--- config.mk ---
export PLATFORM = sky130hd
export DESIGN_NAME = complex_dot_product
export DESIGN_NICKNAME = d
export VERILOG_FILES = /design/src/cdp_pkg.sv /design/src/cdp_fifo.sv /design/src/cdp_front.sv /design/src/cdp_back.sv /design/src/complex_dot_product.sv
export SDC_FILE = /design/constraint.sdc
export NUM_CORES = 2
export LEC_CHECK = 0
export BUFFER_PORTS_ARGS = -buffer_cell sky130_fd_sc_hd__buf_2
export CORE_MARGIN = 3
export CORE_UTILIZATION = 55
export DETAILED_ROUTE_END_ITERATION = 12
export PLACE_DENSITY = 0.8
export SYNTH_ARGS = -nofsm -noshare
export SYNTH_HDL_FRONTEND = slang
export SYNTH_SLANG_ARGS = --single-unit
--- constraint.sdc ---
create_clock -name clk_i -period 8 [get_ports clk_i]
set_input_delay 0.8 -clock clk_i [delete_from_list [all_inputs] [get_ports clk_i]]
set_output_delay 0.8 -clock clk_i [all_outputs]
set_load 0.01 [all_outputs]
--- src/cdp_pkg.sv ---
// Shared types and constants for the complex dot product block.
`timescale 1ns / 1ps

package cdp_pkg;

  localparam int unsigned ACC_WIDTH = 49;
  localparam int unsigned IN_DEPTH  = 2;
  localparam int unsigned OUT_DEPTH = 2;

  typedef struct packed {
    logic last;
    logic herm;
  } cdp_ctrl_t;

endpackage

--- src/cdp_fifo.sv ---
// Small synchronous word queue used between the block's parts.
`timescale 1ns / 1ps

module cdp_fifo #(
  parameter int unsigned Width = 8,
  parameter int unsigned Depth = 2
) (
  input  logic             clk_i,
  input  logic             rst_ni,
  input  logic             push_i,
  input  logic [Width-1:0] data_i,
  output logic             full_o,
  input  logic             pop_i,
  output logic [Width-1:0] data_o,
  output logic             empty_o
);
  import cdp_pkg::*;

  localparam int unsigned PtrW = (Depth > 1) ? $clog2(Depth) : 1;
  localparam int unsigned CntW = $clog2(Depth + 1);

  logic [Width-1:0] mem_q [Depth];
  logic [PtrW-1:0]  wr_ptr_q, wr_ptr_d;
  logic [PtrW-1:0]  rd_ptr_q, rd_ptr_d;
  logic [CntW-1:0]  cnt_q, cnt_d;
  logic             do_push, do_pop;

  assign full_o  = (cnt_q == CntW'(Depth));
  assign empty_o = (cnt_q == '0);
  assign do_push = push_i && !full_o;
  assign do_pop  = pop_i && !empty_o;
  assign data_o  = mem_q[rd_ptr_q];

  always_comb begin
    wr_ptr_d = wr_ptr_q;
    rd_ptr_d = rd_ptr_q;
    if (do_push) begin
      wr_ptr_d = (wr_ptr_q == PtrW'(Depth - 1)) ? '0 : wr_ptr_q + 1'b1;
    end
    if (do_pop) begin
      rd_ptr_d = (rd_ptr_q == PtrW'(Depth - 1)) ? '0 : rd_ptr_q + 1'b1;
    end
    cnt_d = cnt_q + CntW'(do_push) - CntW'(do_pop);
  end

  always_ff @(posedge clk_i or negedge rst_ni) begin
    if (!rst_ni) begin
      wr_ptr_q <= '0;
      rd_ptr_q <= '0;
      cnt_q    <= '0;
    end else begin
      wr_ptr_q <= wr_ptr_d;
      rd_ptr_q <= rd_ptr_d;
      cnt_q    <= cnt_d;
    end
  end

  always_ff @(posedge clk_i) begin
    if (do_push) begin
      mem_q[wr_ptr_q] <= data_i;
    end
  end

endmodule

--- src/cdp_front.sv ---
// Front end: mode register, word intake and tagging for the work queue.
`timescale 1ns / 1ps

module cdp_front #(
  parameter int unsigned SAMPLE_WIDTH = 16,
  localparam int unsigned WordWidth = $bits(cdp_pkg::cdp_ctrl_t) + 4 * SAMPLE_WIDTH
) (
  input  logic                           clk_i,
  input  logic                           rst_ni,
  input  logic                           cfg_valid_i,
  output logic                           cfg_ready_o,
  input  logic                           cfg_data_i,
  input  logic                           push,
  output logic                           full,
  input  logic signed [SAMPLE_WIDTH-1:0] a_real_i,
  input  logic signed [SAMPLE_WIDTH-1:0] a_imag_i,
  input  logic signed [SAMPLE_WIDTH-1:0] b_real_i,
  input  logic signed [SAMPLE_WIDTH-1:0] b_imag_i,
  input  logic                           last_element_i,
  output logic                           q_push_o,
  output logic [WordWidth-1:0]           q_data_o,
  input  logic                           q_full_i
);
  import cdp_pkg::*;

  logic      conj_q;
  cdp_ctrl_t ctrl;

  assign cfg_ready_o = 1'b1;

  always_ff @(posedge clk_i or negedge rst_ni) begin
    if (!rst_ni) begin
      conj_q <= 1'b1;
    end else if (cfg_valid_i) begin
      conj_q <= cfg_data_i;
    end
  end

  // each word carries the form in force when it arrives
  always_comb begin
    ctrl.last = last_element_i;
    ctrl.herm = conj_q;
  end

  assign q_push_o = push;
  assign q_data_o = {ctrl, a_real_i, a_imag_i, b_real_i, b_imag_i};
  assign full     = q_full_i;

endmodule

--- src/cdp_back.sv ---
// Back end: product stage, term stage and saturating accumulators.
`timescale 1ns / 1ps

module cdp_back #(
  parameter int unsigned SAMPLE_WIDTH = 16,
  localparam int unsigned WordWidth = $bits(cdp_pkg::cdp_ctrl_t) + 4 * SAMPLE_WIDTH
) (
  input  logic                             clk_i,
  input  logic                             rst_ni,
  input  logic                             q_valid_i,
  input  logic [WordWidth-1:0]             q_data_i,
  output logic                             q_pop_o,
  output logic                             res_push_o,
  output logic [2*cdp_pkg::ACC_WIDTH-1:0]  res_data_o,
  input  logic                             res_full_i
);
  import cdp_pkg::*;

  localparam int unsigned PW   = 2 * SAMPLE_WIDTH;
  localparam int unsigned TW   = PW + 1;
  localparam int unsigned KW   = ACC_WIDTH + 3;
  localparam int unsigned LW   = (TW > KW) ? TW : KW;
  localparam int unsigned SW   = ACC_WIDTH + 4;

  localparam logic signed [LW-1:0] TermMax =
      {{(LW - ACC_WIDTH - 2){1'b0}}, 1'b1, {(ACC_WIDTH + 1){1'b0}}};
  localparam logic signed [LW-1:0] TermMin = -TermMax;
  localparam logic signed [SW-1:0] AccMax  =
      {{(SW - ACC_WIDTH + 1){1'b0}}, {(ACC_WIDTH - 1){1'b1}}};
  localparam logic signed [SW-1:0] AccMin  = -AccMax - SW'(1);

  cdp_ctrl_t                       q_ctrl;
  logic signed [SAMPLE_WIDTH-1:0]  ar, ai, br, bi;
  logic                            en;

  logic                            s1_valid_q;
  cdp_ctrl_t                       s1_ctrl_q;
  logic signed [PW-1:0]            rr_q, ii_q, ri_q, ir_q;

  logic                            s2_valid_q;
  cdp_ctrl_t                       s2_ctrl_q;
  logic signed [KW-1:0]            tr_q, ti_q;
  logic signed [TW-1:0]            tr_full, ti_full;
  logic signed [LW-1:0]            tr_ext, ti_ext;
  logic signed [KW-1:0]            tr_d, ti_d;

  logic signed [ACC_WIDTH-1:0]     real_sum_q, imag_sum_q;
  logic signed [SW-1:0]            real_raw, imag_raw;
  logic signed [ACC_WIDTH-1:0]     real_sat, imag_sat;

  assign {q_ctrl, ar, ai, br, bi} = q_data_i;

  assign en      = !(s2_valid_q && s2_ctrl_q.last && res_full_i);
  assign q_pop_o = en && q_valid_i;

  // product stage
  always_ff @(posedge clk_i or negedge rst_ni) begin
    if (!rst_ni) begin
      s1_valid_q <= 1'b0;
    end else if (en) begin
      s1_valid_q <= q_valid_i;
    end
  end

  always_ff @(posedge clk_i) begin
    if (en) begin
      s1_ctrl_q <= q_ctrl;
      rr_q      <= ar * br;
      ii_q      <= ai * bi;
      ri_q      <= ar * bi;
      ir_q      <= ai * br;
    end
  end

  // term stage: conj(a)*b adds ii and subtracts ir, a*b the reverse
  always_comb begin
    tr_full = s1_ctrl_q.herm ? TW'(rr_q) + TW'(ii_q) : TW'(rr_q) - TW'(ii_q);
    ti_full = s1_ctrl_q.herm ? TW'(ri_q) - TW'(ir_q) : TW'(ri_q) + TW'(ir_q);
    tr_ext  = LW'(tr_full);
    ti_ext  = LW'(ti_full);
    if (tr_ext > TermMax) begin
      tr_d = KW'(TermMax);
    end else if (tr_ext < TermMin) begin
      tr_d = KW'(TermMin);
    end else begin
      tr_d = KW'(tr_ext);
    end
    if (ti_ext > TermMax) begin
      ti_d = KW'(TermMax);
    end else if (ti_ext < TermMin) begin
      ti_d = KW'(TermMin);
    end else begin
      ti_d = KW'(ti_ext);
    end
  end

  always_ff @(posedge clk_i or negedge rst_ni) begin
    if (!rst_ni) begin
      s2_valid_q <= 1'b0;
    end else if (en) begin
      s2_valid_q <= s1_valid_q;
    end
  end

  always_ff @(posedge clk_i) begin
    if (en) begin
      s2_ctrl_q <= s1_ctrl_q;
      tr_q      <= tr_d;
      ti_q      <= ti_d;
    end
  end

  // accumulate with saturation to the sum width
  always_comb begin
    real_raw = SW'(real_sum_q) + SW'(tr_q);
    imag_raw = SW'(imag_sum_q) + SW'(ti_q);
    if (real_raw > AccMax) begin
      real_sat = ACC_WIDTH'(AccMax);
    end else if (real_raw < AccMin) begin
      real_sat = ACC_WIDTH'(AccMin);
    end else begin
      real_sat = ACC_WIDTH'(real_raw);
    end
    if (imag_raw > AccMax) begin
      imag_sat = ACC_WIDTH'(AccMax);
    end else if (imag_raw < AccMin) begin
      imag_sat = ACC_WIDTH'(AccMin);
    end else begin
      imag_sat = ACC_WIDTH'(imag_raw);
    end
  end

  always_ff @(posedge clk_i or negedge rst_ni) begin
    if (!rst_ni) begin
      real_sum_q <= '0;
      imag_sum_q <= '0;
    end else if (en && s2_valid_q) begin
      if (s2_ctrl_q.last) begin
        real_sum_q <= '0;
        imag_sum_q <= '0;
      end else begin
        real_sum_q <= real_sat;
        imag_sum_q <= imag_sat;
      end
    end
  end

  assign res_push_o = en && s2_valid_q && s2_ctrl_q.last;
  assign res_data_o = {real_sat, imag_sat};

endmodule

--- src/complex_dot_product.sv ---
// Top level: streaming complex dot product, Hermitian or bilinear form.
// Path: work queue, product stage, term stage, 49-bit saturating sums, result queue.
// Throughput: one word per cycle while no result waits on a full result queue.
// Reset: sums clear to zero, form resets to Hermitian, both queues empty.
`timescale 1ns / 1ps

module complex_dot_product #(
  parameter int unsigned SAMPLE_WIDTH = 16
) (
  input  logic                                  clk_i,
  input  logic                                  rst_ni,
  input  logic                                  cfg_valid_i,
  output logic                                  cfg_ready_o,
  input  logic                                  cfg_data_i,
  input  logic                                  push,
  output logic                                  full,
  input  logic signed [SAMPLE_WIDTH-1:0]        a_real_i,
  input  logic signed [SAMPLE_WIDTH-1:0]        a_imag_i,
  input  logic signed [SAMPLE_WIDTH-1:0]        b_real_i,
  input  logic signed [SAMPLE_WIDTH-1:0]        b_imag_i,
  input  logic                                  last_element_i,
  output logic                                  empty,
  input  logic                                  pop,
  output logic signed [cdp_pkg::ACC_WIDTH-1:0]  dot_real_o,
  output logic signed [cdp_pkg::ACC_WIDTH-1:0]  dot_imag_o
);
  import cdp_pkg::*;

  localparam int unsigned WordWidth = $bits(cdp_ctrl_t) + 4 * SAMPLE_WIDTH;

  logic                       q_push, q_full, q_empty, q_pop;
  logic [WordWidth-1:0]       q_wdata, q_rdata;
  logic                       res_push, res_full;
  logic [2*ACC_WIDTH-1:0]     res_wdata, res_rdata;

  cdp_front #(
    .SAMPLE_WIDTH(SAMPLE_WIDTH)
  ) u_front (
    .clk_i,
    .rst_ni,
    .cfg_valid_i,
    .cfg_ready_o,
    .cfg_data_i,
    .push,
    .full,
    .a_real_i,
    .a_imag_i,
    .b_real_i,
    .b_imag_i,
    .last_element_i,
    .q_push_o (q_push),
    .q_data_o (q_wdata),
    .q_full_i (q_full)
  );

  cdp_fifo #(
    .Width(WordWidth),
    .Depth(IN_DEPTH)
  ) u_work_q (
    .clk_i,
    .rst_ni,
    .push_i  (q_push),
    .data_i  (q_wdata),
    .full_o  (q_full),
    .pop_i   (q_pop),
    .data_o  (q_rdata),
    .empty_o (q_empty)
  );

  cdp_back #(
    .SAMPLE_WIDTH(SAMPLE_WIDTH)
  ) u_back (
    .clk_i,
    .rst_ni,
    .q_valid_i  (!q_empty),
    .q_data_i   (q_rdata),
    .q_pop_o    (q_pop),
    .res_push_o (res_push),
    .res_data_o (res_wdata),
    .res_full_i (res_full)
  );

  cdp_fifo #(
    .Width(2 * ACC_WIDTH),
    .Depth(OUT_DEPTH)
  ) u_res_q (
    .clk_i,
    .rst_ni,
    .push_i  (res_push),
    .data_i  (res_wdata),
    .full_o  (res_full),
    .pop_i   (pop),
    .data_o  (res_rdata),
    .empty_o (empty)
  );

  assign {dot_real_o, dot_imag_o} = res_rdata;

  a_no_res_overflow: assert property (@(posedge clk_i) disable iff (!rst_ni)
    !(res_push && res_full))
    else $error("result word pushed into a full result queue");

  a_pop_needs_word: assert property (@(posedge clk_i) disable iff (!rst_ni)
    q_pop |-> !q_empty)
    else $error("back end popped an empty work queue");

  a_full_has_work: assert property (@(posedge clk_i) disable iff (!rst_ni)
    full |-> !q_empty)
    else $error("input reported full with an empty work queue");

endmodule
Word level (Yosys, flattened, before mapping):

Memory sizes are Yosys's and may differ from the RTL's.
Index checks and enable logic that the tools add are counted.

* add/subtract/negate cells: 14
* multipliers: 4
* divide/modulo/power cells: 0
* magnitude comparators: 8
* equal/unequal tests: 2
* shift operators: 0
* multiplexer cells: 18
* bitwise logic cells: 0
* reduce and logical (&&, ||, !) cells: 18

Operators by type and width (count)
* 2-to-1 mux 49 bit: 6
* multiplier 16 x 16 -> 32 bit: 4
* adder 49 x 52 -> 53 bit: 2
* greater-than comparator 53 x 49 -> 1 bit (second input constant): 2
* < comparator 53 x 49 -> 1 bit (second input constant): 2
* greater-than comparator 33 x 52 -> 1 bit (second input constant): 2
* 2-to-1 mux 52 bit: 2
* < comparator 33 x 51 -> 1 bit (second input constant): 2
* adder 32 x 32 -> 33 bit: 2
* 2-to-1 mux 33 bit: 2
* subtractor 32 x 32 -> 33 bit: 2
* logical AND 1 bit: 9
* 2-to-1 mux 1 bit: 8
* zero test 1 bit: 5
* adder 1 bit (second input constant): 4
* adder 2 x 1 -> 2 bit: 2
* == test 2 bit (second input constant): 2
* zero test 2 bit: 2
* OR reduction 2 bit: 2
* subtractor 2 x 1 -> 2 bit: 2

* flip-flop bits (word level): 344
* bits in latches: 0
* bits in writable memories: 328
* memory bits (read-only): 0
* bits of input ports: 71
* output and inout port bits: 101
* memories kept: 2

Memories
* u_res_q.mem_q: words 2, width 98, rd ports 1, clocked after memory_dff 0, write ports 1, RTL line cdp_fifo.sv:22 `logic [Width-1:0] mem_q [Depth];`
* u_work_q.mem_q: words 2, width 66, rd ports 1, clocked after memory_dff 0, write ports 1, RTL line cdp_fifo.sv:22

Longest topological paths before layout:

* word-level depth: 8
* gate-level depth with buffers: 30

By module:

Synthesis repeated with hierarchy kept, for this count alone.

* cell total of the unflattened synthesis: 6989
* area total of the unflattened synthesis: 72495.8 um2

Modules (own cells, without submodules)
* cdp_back: times used 1, cells each 6370, area each 59557.1 um2
* cdp_fifo (u_res_q): times used 1, cells each 323, area each 7298.2 um2
* cdp_fifo (u_work_q): times used 1, cells each 223, area each 5073.6 um2
* cdp_front: times used 1, cells each 72, area each 563.0 um2
* complex_dot_product: times used 1, cells each 1, area each 3.8 um2

Worst setup path before layout:

Ideal clock, no wire load.

* kind: register -> register
* start point: register u_work_q.rd_ptr_q
* end point: register u_back.ri_q[31] (data pin)
* setup time: 0.259 ns
* data arrival time: 7.750 ns
* path slack: -0.009 ns
* stages on the path, launching flop included: 28
* buffers on the path: 4
* cells stage by stage: dfrtp_1 clkbuf_1 clkbuf_1 buf_1 mux2i_1 clkbuf_1 nor2_1 fa_1 inv_1 fa_1 fa_1 inv_1 fa_1 fa_1 inv_1 fa_1 inv_1 ha_1 a21oi_1 o21ai_0 a222oi_1 o21ai_1 o41ai_1 o21ai_0 and4_1 a2111oi_2 a21oi_1 xnor2_1

* cells in the longest elaborated chain, start to end: 2

Ends and longest elaborated chain
* from (decl): RTL line cdp_fifo.sv:24 `logic [PtrW-1:0] rd_ptr_q, rd_ptr_d;`
* from (signal assigned): RTL line cdp_fifo.sv:53 `rd_ptr_q <= rd_ptr_d;`
* memory read (2 x 66 bit)
* multiplier 16 x 16 -> 32 bit: RTL line cdp_back.sv:70 `ri_q <= ar * bi;`
* to (signal assigned): RTL line cdp_back.sv:70
* to (decl): RTL line cdp_back.sv:38 `logic signed [PW-1:0] rr_q, ii_q, ri_q, ir_q;`

Every way passes these cells.
A chain may end at the register's enable or synchronous reset.

Worst setup path in the final report:

* start point: register u_work_q.rd_ptr_q
* end point: register u_back.ir_q[28] (data pin)

* cells in the longest elaborated chain, start to end: 2

Ends and longest elaborated chain
* memory read (2 x 66 bit)
* multiplier 16 x 16 -> 32 bit: RTL line cdp_back.sv:71 `ir_q <= ai * br;`
* to (signal assigned): RTL line cdp_back.sv:71
* to (decl): RTL line cdp_back.sv:38

Every way passes these cells.

==> results.ini <==
[detailed_routing]
route.final.wire_length_mm = 199
route.vias.total = 52700
drt_iter0_markers = 4672
viasPerCell = 5.89
routedWlPerCell_um = 22.2
drtPass1Iterations = 9
post-route-drc-count = 0
ant_nets = 0

[worst_setup_path]
slowest_delay_ns = 0.58
slowest_stage = dfrtp_4
arrival_ns = 8.17
endpoint = u_back.ir_q[28]
worstSetupPathType = register to register
cpMostUsedCell = fa_1
crit_required_ns = 8.41
cp-end-kind = register
cp-startpoint = u_work_q.rd_ptr_q
crit_buf_inv = 5
worst-path-stages = 25
r2r_start = u_work_q.rd_ptr_q
reg2reg_depth = 25
path_max_fanout = 25
r2r-end = u_back.ir_q[28]
r2r_slack_ns = 0.24
start_kind = register
cp_top_family = adder cells

[cts]
cts-root-buf = clkbuf_16
clk_latency_ns = 0.69
clk_pin_slew_ns = 0.06
htreeDepth = 3
cts_buffer_depth = 3
cts_sinks = 634
cts_tree = built
numCtsBuffers = 72

[timing]
finalCritPeriodShare = 0.970
fmax_ghz = 0.129
setup_violations = 0
tightest_slew_ns = 1.14
slew_headroom = 0.238
hold_violations = 0
tns_ns = 0
finalCriticalPeriod_ns = 7.76
rsz0062_at_grt = no
skew_ns = 0.0367
slew_violations = 0

[floorplanning]
die_x_um = 365
core-area_um2 = 128000
start_util = 0.555
die_area_um2 = 133000
std_cell_rows = 131
die_h_um = 365
pin_count = 172

[global_routing]
grt.overflow.total = 0
antenna_found_initial = 6
grt_pass1_wl_mm = 309
grt_start_max_net_pins = 89
grt_pass1_vias = 54800
grtUsageTotal = 0.303

[logic_synthesis]
async_flop_share = 0.172
yosys.cell_types.count = 89
synthFlopType = edfxtp_1
syn_area_per_cell_um2 = 10.1
yosys_register_bits = 634
syn-num-nets = 8645
synthCells = 7026
syn_area_um2 = 70900
seq_area_frac_synth = 0.261
synth-edff-count = 525
ys_warn_count = 0

[final_layout]
final_common_cell = inv_1
finalNetCount = 8843
fill_cells = 10300
areaGrowthSynthToFinish_pct = 9.15
post-route-util = 0.605
drive_gt1_frac = 0.102
final_cell_mix = 1246 x inv_1, 1051 x fa_1, 728 x nor2_1, 701 x nand2_1, 525 x edfxtp_1

[min_path]
hold_path_class = input pin to asynchronous set/reset pin

[run_status]
status = completed

[job]
drv_cap = 0

[placed_design]
gp_congestion = 1.07
hpwl_mm = 159
numPortBuffers = 170

==> Yosys cell counts, types with 11 or more instances <==
library cell,n,share of area
or3_1,15,0.0013
and2_1,18,0.0016
fa_1,1052,0.30
a211oi_1,26,0.0028
nor2b_1,36,0.0032
mux2_2,164,0.026
inv_1,1247,0.066
buf_1,14,0.00074
a21oi_1,276,0.019
nand2_1,702,0.037
mux2i_1,66,0.0093
nor2_1,732,0.039
o31ai_1,12,0.0013
xnor2_1,244,0.030
ha_1,496,0.088
and3_1,26,0.0023
nor3_1,67,0.0047
clkbuf_1,233,0.012
a41oi_1,11,0.0014
nand4_1,24,0.0021
a221o_1,36,0.0051
o211ai_1,49,0.0052
buf_2,13,0.00092
edfxtp_1,525,0.22
a211o_1,19,0.0023
xor2_1,111,0.014
o21bai_1,33,0.0035
a21o_1,140,0.015
dfrtp_1,108,0.038
nand2b_1,35,0.0031
or2_2,12,0.0011
o21ai_0,220,0.016
a31oi_1,25,0.0022
o21a_1,49,0.0052
nand3_1,47,0.0033
==> worst min-delay path by stage <==
stage / from / to / slack [ns] / depth (start not counted)
floorplan: u_back.s1_ctrl_q[1] / u_back.s2_ctrl_q[1] / 0.40 / 0
global route: rst_ni / u_back.imag_sum_q[19] / 0.21 / 1
global placement: u_back.s1_ctrl_q[1] / u_back.s2_ctrl_q[1] / 0.42 / 0
detailed placement: u_back.s1_ctrl_q[1] / u_back.s2_ctrl_q[1] / 0.42 / 0
CTS: rst_ni / u_back.imag_sum_q[41] / 0.17 / 1
finish: rst_ni / u_back.imag_sum_q[19] / 0.18 / 1
==> cells by family (layout without fill, tap and decap cells) <==
logic type	after synthesis	count (layout)	share of synthesized area
adders and majority gates	1548	1548	0.385
and+or+nand+nor	1755	1755	0.103
xor gates and xnor gates	355	355	0.0439
buffers and inverters	1511	1769	0.0805
DFF	634	634	0.261
other	1	4	0.0000529
muxes	230	230	0.0354
AOI/OAI and AO/OA	992	992	0.0914
==> metrics by stage <==
stage / std cells / cell area, um^2 / worst slack [ns] / hold WS (ns)
after global routing: 8947 / 77400 / 0.0248 / 0.214
after CTS: 8942 / 77300 / 0.0181 / 0.167
final: 8949 / 77400 / 0.238 / 0.180
after floorplan: 7026 / 70900 / 0.0635 / 0.400
after detailed placement: 8808 / 74900 / 0.0321 / 0.422
after global placement: 8808 / 74900 / 0.134 / 0.419
==> per-layer routing <==
layer  vias to the layer above  global-route usage  wire length, um
met2                      2631               0.477            89400
met4                         6               0.148            11600
met1                     26400               0.400            78300
li1                      23100                   -                -
met5                         -                   0              132
met3                       578              0.0672            19600
==> area by class of cell <==
class	instances	area (um^2)	area share
Clock inverter	43	538	0.00695
Sequential cell	634	18500	0.239
Tap cell	1662	2080	0.0269
Timing Repair Buffer	388	2740	0.0354
Inverter	1247	4680	0.0605
Clock buffer	91	1880	0.0243
Antenna cell	3	7.51	0.0000970
Multi-Input combinational cell	4881	46900	0.607
==> state kept, by name, summed over array words and instances, names as in the netlist <==
signal             flops
u_res_q.mem_q        196
u_work_q.mem_q       132
u_back.imag_sum_q     49
u_back.real_sum_q     49
u_back.ti_q           33
u_back.tr_q           33
u_back.ii_q           32
u_back.ir_q           32
u_back.ri_q           32
u_back.rr_q           32
u_back.s1_ctrl_q       2
u_res_q.cnt_q          2
u_work_q.cnt_q         2
u_back.s1_valid_q      1
u_back.s2_ctrl_q       1
u_back.s2_valid_q      1
u_front.conj_q         1
u_res_q.rd_ptr_q       1
u_res_q.wr_ptr_q       1
u_work_q.rd_ptr_q      1
u_work_q.wr_ptr_q      1
==> what timing repair did <==
item                       in CTS  in global routing
gates resized for setup         0                 17
setup endpoints to repair       0                 11
hold buffers                    0                  0
setup buffers                   0                  4
Power is not shown: default switching activity piles up to over one toggle a cycle in this logic, so the estimate is an artifact.
